==> src/ipv4rx_pkg.sv <==
`timescale 1ns / 1ps
`default_nettype none

package ipv4rx_pkg;

    localparam logic [15:0] MIN_HEADER_BYTES = 16'd20;
    localparam logic [15:0] WORD_MASK        = 16'hFFFF;
    localparam logic [31:0] BROADCAST_ADDR   = 32'hFFFF_FFFF;
    localparam logic [3:0]  IP_VERSION_4     = 4'd4;
    localparam logic [3:0]  MIN_IHL_WORDS    = 4'd5;
    localparam logic [7:0]  PROTO_TCP        = 8'd6;
    localparam logic [7:0]  PROTO_UDP        = 8'd17;

    // header byte positions
    localparam logic [15:0] POS_VER_IHL  = 16'd0;
    localparam logic [15:0] POS_TLEN_HI  = 16'd2;
    localparam logic [15:0] POS_TLEN_LO  = 16'd3;
    localparam logic [15:0] POS_FRAG_HI  = 16'd6;
    localparam logic [15:0] POS_FRAG_LO  = 16'd7;
    localparam logic [15:0] POS_PROTOCOL = 16'd9;
    localparam logic [15:0] POS_SRC_0    = 16'd12;
    localparam logic [15:0] POS_SRC_1    = 16'd13;
    localparam logic [15:0] POS_SRC_2    = 16'd14;
    localparam logic [15:0] POS_SRC_3    = 16'd15;
    localparam logic [15:0] POS_DST_0    = 16'd16;
    localparam logic [15:0] POS_DST_1    = 16'd17;
    localparam logic [15:0] POS_DST_2    = 16'd18;
    localparam logic [15:0] POS_DST_3    = 16'd19;

    typedef enum logic [3:0] {
        VERDICT_TCP        = 4'd0,
        VERDICT_UDP        = 4'd1,
        VERDICT_OTHER      = 4'd2,
        VERDICT_SHORT      = 4'd3,
        VERDICT_BAD_VER    = 4'd4,
        VERDICT_HDR_LONG   = 4'd5,
        VERDICT_CHECKSUM   = 4'd6,
        VERDICT_NOT_OURS   = 4'd7,
        VERDICT_FRAGMENT   = 4'd8,
        VERDICT_TOTAL_LONG = 4'd9,
        VERDICT_TOTAL_SHORT = 4'd10
    } verdict_t;

    // frame state as it stands after the current beat
    typedef struct packed {
        logic [3:0]  version;
        logic [3:0]  header_words;
        logic [15:0] sum;
        logic [15:0] total_length;
        logic        offset_nonzero;
        logic [7:0]  protocol;
        logic [31:0] source;
        logic [31:0] destination;
        logic [15:0] frame_len;
    } hdr_view_t;

    typedef struct packed {
        verdict_t    verdict;
        logic [15:0] payload_length;
    } result_t;

    function automatic result_t classify(hdr_view_t v, logic [31:0] my_addr);
        result_t     r;
        logic [15:0] hdr_len;
        hdr_len          = {10'd0, v.header_words, 2'b00};
        r.payload_length = '0;
        if (v.frame_len < MIN_HEADER_BYTES)
            r.verdict = VERDICT_SHORT;
        else if (v.version != IP_VERSION_4 || v.header_words < MIN_IHL_WORDS)
            r.verdict = VERDICT_BAD_VER;
        else if (v.frame_len < hdr_len)
            r.verdict = VERDICT_HDR_LONG;
        else if (v.sum != WORD_MASK)
            r.verdict = VERDICT_CHECKSUM;
        else if (v.destination != my_addr && v.destination != BROADCAST_ADDR)
            r.verdict = VERDICT_NOT_OURS;
        else if (v.offset_nonzero)
            r.verdict = VERDICT_FRAGMENT;
        else if (v.total_length > v.frame_len)
            r.verdict = VERDICT_TOTAL_LONG;
        else if (v.total_length < hdr_len)
            r.verdict = VERDICT_TOTAL_SHORT;
        else
        begin
            r.payload_length = v.total_length - hdr_len;
            if (v.protocol == PROTO_TCP)
                r.verdict = VERDICT_TCP;
            else if (v.protocol == PROTO_UDP)
                r.verdict = VERDICT_UDP;
            else
                r.verdict = VERDICT_OTHER;
        end
        return r;
    endfunction

endpackage

`default_nettype wire

==> src/ipv4_receive_header_filter.sv <==
// order: an accepted byte beat is held in the input register and processed from there;
//   the verdict of a last beat is then registered in the result register and driven out
// throughput: one byte per cycle; the input register keeps taking beats while a
//   verdict waits, and stalls only when a second last beat meets a full result register
// reset: rst_n clears the frame state, my_address and both valid flags at once
`timescale 1ns / 1ps
`default_nettype none

module ipv4_receive_header_filter (
    input  wire logic        clk,
    input  wire logic        rst_n,
    input  wire logic        cfg_valid,
    output logic             cfg_ready,
    input  wire logic [31:0] cfg_data,
    input  wire logic        in_valid,
    output logic             in_ready,
    input  wire logic [7:0]  frame_byte,
    input  wire logic        last,
    output logic             out_valid,
    input  wire logic        out_ready,
    output logic [3:0]       verdict,
    output logic [31:0]      source_address,
    output logic [5:0]       payload_offset,
    output logic [15:0]      payload_length
);
    import ipv4rx_pkg::*;

    logic [31:0] my_addr_reg;
    logic        in_valid_reg;
    logic [7:0]  byte_reg;
    logic        last_reg;
    logic        out_valid_reg;
    logic [3:0]  verdict_reg;
    logic [31:0] source_reg;
    logic [5:0]  offset_reg;
    logic [15:0] plen_reg;

    logic        proceed;
    hdr_view_t   view;
    result_t     res;

    assign cfg_ready = 1'b1;

    // a last beat needs a free result slot, other beats always go through
    assign proceed  = in_valid_reg && (!last_reg || !out_valid_reg || out_ready);
    assign in_ready = !in_valid_reg || proceed;

    ipv4rx_hdr_track u_hdr_track (
        .clk        (clk),
        .rst_n      (rst_n),
        .step       (proceed),
        .frame_byte (byte_reg),
        .last       (last_reg),
        .view       (view)
    );

    assign res = classify(view, my_addr_reg);

    always_ff @(posedge clk or negedge rst_n)
    begin
        if (!rst_n)
        begin
            my_addr_reg   <= '0;
            in_valid_reg  <= 1'b0;
            out_valid_reg <= 1'b0;
        end
        else
        begin
            if (cfg_valid && cfg_ready)
                my_addr_reg <= cfg_data;
            if (in_ready)
                in_valid_reg <= in_valid;
            if (proceed && last_reg)
                out_valid_reg <= 1'b1;
            else if (out_ready)
                out_valid_reg <= 1'b0;
        end
    end

    always_ff @(posedge clk)
    begin
        if (in_ready && in_valid)
        begin
            byte_reg <= frame_byte;
            last_reg <= last;
        end
        if (proceed && last_reg)
        begin
            verdict_reg <= res.verdict;
            source_reg  <= view.source;
            offset_reg  <= {view.header_words, 2'b00};
            plen_reg    <= res.payload_length;
        end
    end

    assign out_valid      = out_valid_reg;
    assign verdict        = verdict_reg;
    assign source_address = source_reg;
    assign payload_offset = offset_reg;
    assign payload_length = plen_reg;

endmodule

`default_nettype wire

==> src/ipv4rx_hdr_track.sv <==
`timescale 1ns / 1ps
`default_nettype none

module ipv4rx_hdr_track (
    input  wire logic                  clk,
    input  wire logic                  rst_n,
    input  wire logic                  step,
    input  wire logic [7:0]            frame_byte,
    input  wire logic                  last,
    output ipv4rx_pkg::hdr_view_t      view
);
    import ipv4rx_pkg::*;

    logic [15:0] count_reg,  count_next;
    logic [3:0]  ver_reg,    ver_next;
    logic [3:0]  hw_reg,     hw_next;
    logic [15:0] sum_reg,    sum_next;
    logic [7:0]  hold_reg,   hold_next;
    logic [15:0] tlen_reg,   tlen_next;
    logic        off_reg,    off_next;
    logic [7:0]  proto_reg,  proto_next;
    logic [31:0] src_reg,    src_next;
    logic [31:0] dst_reg,    dst_next;

    logic [5:0]  hdr_len;
    logic        in_hdr;
    logic [16:0] raw_sum;
    logic [15:0] wrap_sum;

    always_comb
    begin
        ver_next   = ver_reg;
        hw_next    = hw_reg;
        tlen_next  = tlen_reg;
        off_next   = off_reg;
        proto_next = proto_reg;
        src_next   = src_reg;
        dst_next   = dst_reg;
        case (count_reg)
            POS_VER_IHL:
            begin
                ver_next = frame_byte[7:4];
                hw_next  = frame_byte[3:0];
            end
            POS_TLEN_HI:  tlen_next[15:8] = frame_byte;
            POS_TLEN_LO:  tlen_next[7:0]  = frame_byte;
            // only the low five bits of the high byte belong to the offset
            POS_FRAG_HI:  off_next = off_reg | (frame_byte[4:0] != 5'd0);
            POS_FRAG_LO:  off_next = off_reg | (frame_byte != 8'd0);
            POS_PROTOCOL: proto_next = frame_byte;
            POS_SRC_0:    src_next[31:24] = frame_byte;
            POS_SRC_1:    src_next[23:16] = frame_byte;
            POS_SRC_2:    src_next[15:8]  = frame_byte;
            POS_SRC_3:    src_next[7:0]   = frame_byte;
            POS_DST_0:    dst_next[31:24] = frame_byte;
            POS_DST_1:    dst_next[23:16] = frame_byte;
            POS_DST_2:    dst_next[15:8]  = frame_byte;
            POS_DST_3:    dst_next[7:0]   = frame_byte;
            default:      ;
        endcase

        hdr_len  = {hw_next, 2'b00};
        in_hdr   = count_reg < {10'd0, hdr_len};
        raw_sum  = {1'b0, sum_reg} + {1'b0, hold_reg, frame_byte};
        // end-around carry, never overflows again
        wrap_sum = raw_sum[15:0] + {15'd0, raw_sum[16]};

        hold_next = (in_hdr && !count_reg[0]) ? frame_byte : hold_reg;
        sum_next  = (in_hdr && count_reg[0]) ? wrap_sum : sum_reg;
        count_next = (count_reg == WORD_MASK) ? count_reg : count_reg + 16'd1;

        view.version        = ver_next;
        view.header_words   = hw_next;
        view.sum            = sum_next;
        view.total_length   = tlen_next;
        view.offset_nonzero = off_next;
        view.protocol       = proto_next;
        view.source         = src_next;
        view.destination    = dst_next;
        view.frame_len      = count_next;
    end

    always_ff @(posedge clk or negedge rst_n)
    begin
        if (!rst_n)
        begin
            count_reg <= '0;
            ver_reg   <= '0;
            hw_reg    <= '0;
            sum_reg   <= '0;
            hold_reg  <= '0;
            tlen_reg  <= '0;
            off_reg   <= 1'b0;
            proto_reg <= '0;
            src_reg   <= '0;
            dst_reg   <= '0;
        end
        else if (step)
        begin
            if (last)
            begin
                count_reg <= '0;
                ver_reg   <= '0;
                hw_reg    <= '0;
                sum_reg   <= '0;
                hold_reg  <= '0;
                tlen_reg  <= '0;
                off_reg   <= 1'b0;
                proto_reg <= '0;
                src_reg   <= '0;
                dst_reg   <= '0;
            end
            else
            begin
                count_reg <= count_next;
                ver_reg   <= ver_next;
                hw_reg    <= hw_next;
                sum_reg   <= sum_next;
                hold_reg  <= hold_next;
                tlen_reg  <= tlen_next;
                off_reg   <= off_next;
                proto_reg <= proto_next;
                src_reg   <= src_next;
                dst_reg   <= dst_next;
            end
        end
    end

endmodule

`default_nettype wire

==> config.mk <==
export PLATFORM = sky130hd
export DESIGN_NAME = ipv4_receive_header_filter
export DESIGN_NICKNAME = d
export VERILOG_FILES = /design/src/ipv4rx_pkg.sv /design/src/ipv4_receive_header_filter.sv /design/src/ipv4rx_hdr_track.sv
export SDC_FILE = /design/constraint.sdc
export NUM_CORES = 1
export LEC_CHECK = 0
export ABC_AREA = 1
export BUFFER_PORTS_ARGS = -buffer_cell sky130_fd_sc_hd__buf_2
export CELL_PAD_IN_SITES_DETAIL_PLACEMENT = 0
export CELL_PAD_IN_SITES_GLOBAL_PLACEMENT = 1
export CORE_MARGIN = 2
export CORE_UTILIZATION = 49
export CTS_CLUSTER_SIZE = 16
export DETAILED_ROUTE_END_ITERATION = 8
export PLACE_DENSITY = 0.89
export RECOVER_POWER = 25
export SLEW_MARGIN = 20
export SYNTH_ARGS = -nofsm -noshare
export SYNTH_HDL_FRONTEND = slang
export SYNTH_SLANG_ARGS = --single-unit
==> constraint.sdc <==
create_clock -name clk -period 11.6 [get_ports clk]
set_input_delay 2.32 -clock clk [delete_from_list [all_inputs] [get_ports clk]]
set_output_delay 2.32 -clock clk [all_outputs]
set_load 0.01 [all_outputs]
==> flow_summary.toml <==
[floorplanning]
initial_core_util = 0.499
coreArea_mm2 = 0.0269
die_x_um = 169
pin_count = 107
die_area_mm2 = 0.0287
rows = 60
die_h_um = 169

[detailed_routing]
ant_nets = 0
dr.pass1.iters = 7
vias = 11400
avgRoutedWirePerCell_um = 16.0
viasPerCell = 5.33
drtIter0Drc = 1127
route.detailed.drc = 0
wirelength_um = 34300

[clock_network]
clock_sink_count = 236
clockRootBuffer = "clkbuf_16"
post_cts_resized = 0
cts_inserted_buffers = 27
clk_path_buf_depth = 3
insertion_delay_ns = 0.55
cts_setup_buffers = 0
cts_tree = "built"
clk_pin_slew_ns = 0.06
cts_max_level = 1
hold_buffers = 0

[critical_path]
startpoint = "rst_n"
critPathArrivalTime_ns = 7.43
cp_slowest_cell = "clkbuf_1"
crit_path_max_incr_delay_ns = 3.75
crit_family = "buffers and inverters"
start_kind = "input port"
path_class = "input port to asynchronous set/reset pin"
r2r-start = "byte_reg[1]"
worst_setup_path_end_kind = "asynchronous set/reset pin"
crit_chain = "clkbuf_1, buf_4"
required_ns = 12.13
path_buf_inv = 2
cp_max_fo = 97

[hold_path]
min-delay-start = "u_hdr_track.src_reg[29]"
hold_path.class = "flop to flop"

[layout]
layout_common_cells = "nand2_1 (523), inv_1 (216), dfrtp_1 (171), o21ai_0 (150), nand3_1 (107)"
fin_cells = 2139
seq_area_mm2 = 0.00623
multiInputGateArea_mm2 = 0.00607
fill_cells = 2517
syn_to_final_growth_pct = 12.4
drive_above_1_share = 0.117
nets = 1867
final_common_cell = "nand2_1"
final_cell_area_mm2 = 0.0151

[power]
p_sw_frac = 0.358
combPwrFrac = 0.313
switchingPower_mw = 0.975
sequentialPowerShare = 0.360
p_clk_frac = 0.327
fin_total_pwr_mw = 2.72
p_int_mw = 1.75
peakVddDrop_mv = 0.112
p_per_area_mw_per_mm2 = 181
p_leak_nw = 7.42

[yosys]
ys_ff_latch = 236
yosys_warnings = 0
syn_area_mm2 = 0.0134
synth_cells = 1694
synth_top_area_frac = 0.319
ys_top_cells_by_area = "dfrtp_1 (32%), nand2_1 (15%), edfxtp_1 (15%)"
synth_cell_types = 48
syn_area_per_cell_um2 = 7.91
yosys.area.top_type = "dfrtp_1"
seq_area_frac_synth = 0.465

[sta]
setup_viol = 0
slew_viol_final = 98
relSlewSlack = -2.65
fin_setup_tns_ns = 0
tightest_slew_ns = 5.48
clock_skew_ns = 0.0224
clock.fmax_mhz = 145
hold_viol_final = 0
min_period_over_period = 0.595
period_minus_slack_ns = 6.90
grt_setup_unrepaired = "no"
whs_ns = 0.478

[global_route]
antenna_found_initial = 0
grt_pass1_vias = 10900
grt_overflow = 0
grt_max_degree = 98
track_usage = 0.244
grt_pass1_wl_um = 56200

[placement]
gp_congestion = 0.882
dp_hpwl_um = 23200
port_buffers = 103
placed_cell_area_mm2 = 0.0142
dp.cells = 2088

[outcome]
failed_checks = "capacitance limit, slew limit"
status = "complete, but fails checks"

[run]
maxCapViolations = 1
==> per-layer routing <==
layer  global-route usage  wire length, um  part of all wire  vias up
met2                0.413            16200              0.47      282
li1                     -                -                 -     5684
met4               0.0632              791             0.023        0
met1                0.335            15800              0.46     5386
met5                    0                0                 0        -
met3               0.0292             1490             0.043       56
==> worst min-delay path: stages (launching register included) <==
cell,delay (ns)
dfrtp_1,0.34
nand2_1,0.05
nand2_1,0.05
==> cell families after synthesis <==
family / Yosys count / share of synthesized area
xor+xnor: 51 / 0.0333
flops: 236 / 0.465
other cells: 2 / 0.000560
fa+ha+maj: 45 / 0.0431
buf+inv: 281 / 0.0819
simple gates: 808 / 0.258
compound gates: 256 / 0.106
mux: 15 / 0.0126
==> final timing paths <==
path	slack [ns]	endpoint	cells past startpoint
worst min register to register	0.48	u_hdr_track.src_reg[29]	2
worst min-delay path	0.48	u_hdr_track.src_reg[29]	2
worst max-delay path	4.70	u_hdr_track.dst_reg[1]	2
max in group clk	6.28	u_hdr_track.hold_reg[4]	11
worst max register to register	6.48	payload_length[15]	29
min in group asynchronous	3.78	u_hdr_track.sum_reg[9]	1
==> Yosys cell counts (all sizes together) <==
cell	instances
nand3	109
dfrtp	171
nor3	20
conb	2
o22ai	60
nand4	21
o21ai	156
o221ai	1
xor2	49
o21bai	3
o21a	2
a21oi	21
mux2	15
o31ai	1
edfxtp	65
clkinv	2
buf	20
nand2	532
nor2	103
a211oi	4
and2	1
ha	43
nor4	11
o2111ai	2
or2	6
xnor2	2
nand3b	5
a31oi	2
inv	221
clkbuf	38
fa	2
a21boi	4
==> area by class of cell <==
class | instances | share of cell area
antenna | 1 | 0.000166
tap | 341 | 0.0283
sequential | 236 | 0.414
clock buffer | 33 | 0.0490
clock inverter | 17 | 0.0125
inverter | 223 | 0.0556
timing repair buffer | 110 | 0.0375
multi-input combinational | 1178 | 0.403
==> metrics by stage <==
step	util	setup slack, ns
after floorplan	-	6.74
after global placement	0.527	5.83
after detailed placement	0.527	5.77
after CTS	0.561	6.29
after global routing	0.560	3.69
final	0.561	4.70
==> power by group through the flow <==
stage	Sequential [mW]	Clock, mW	Combinational [mW]
finish	0.979	0.891	0.851
global placement	0.992	0	0.831
global route	0.987	0.940	0.975
floorplan	0.979	0	0.646
CTS	0.978	0.903	0.853
detailed placement	0.993	0	0.849
No activity file was read; power rests on OpenSTA's default activity.
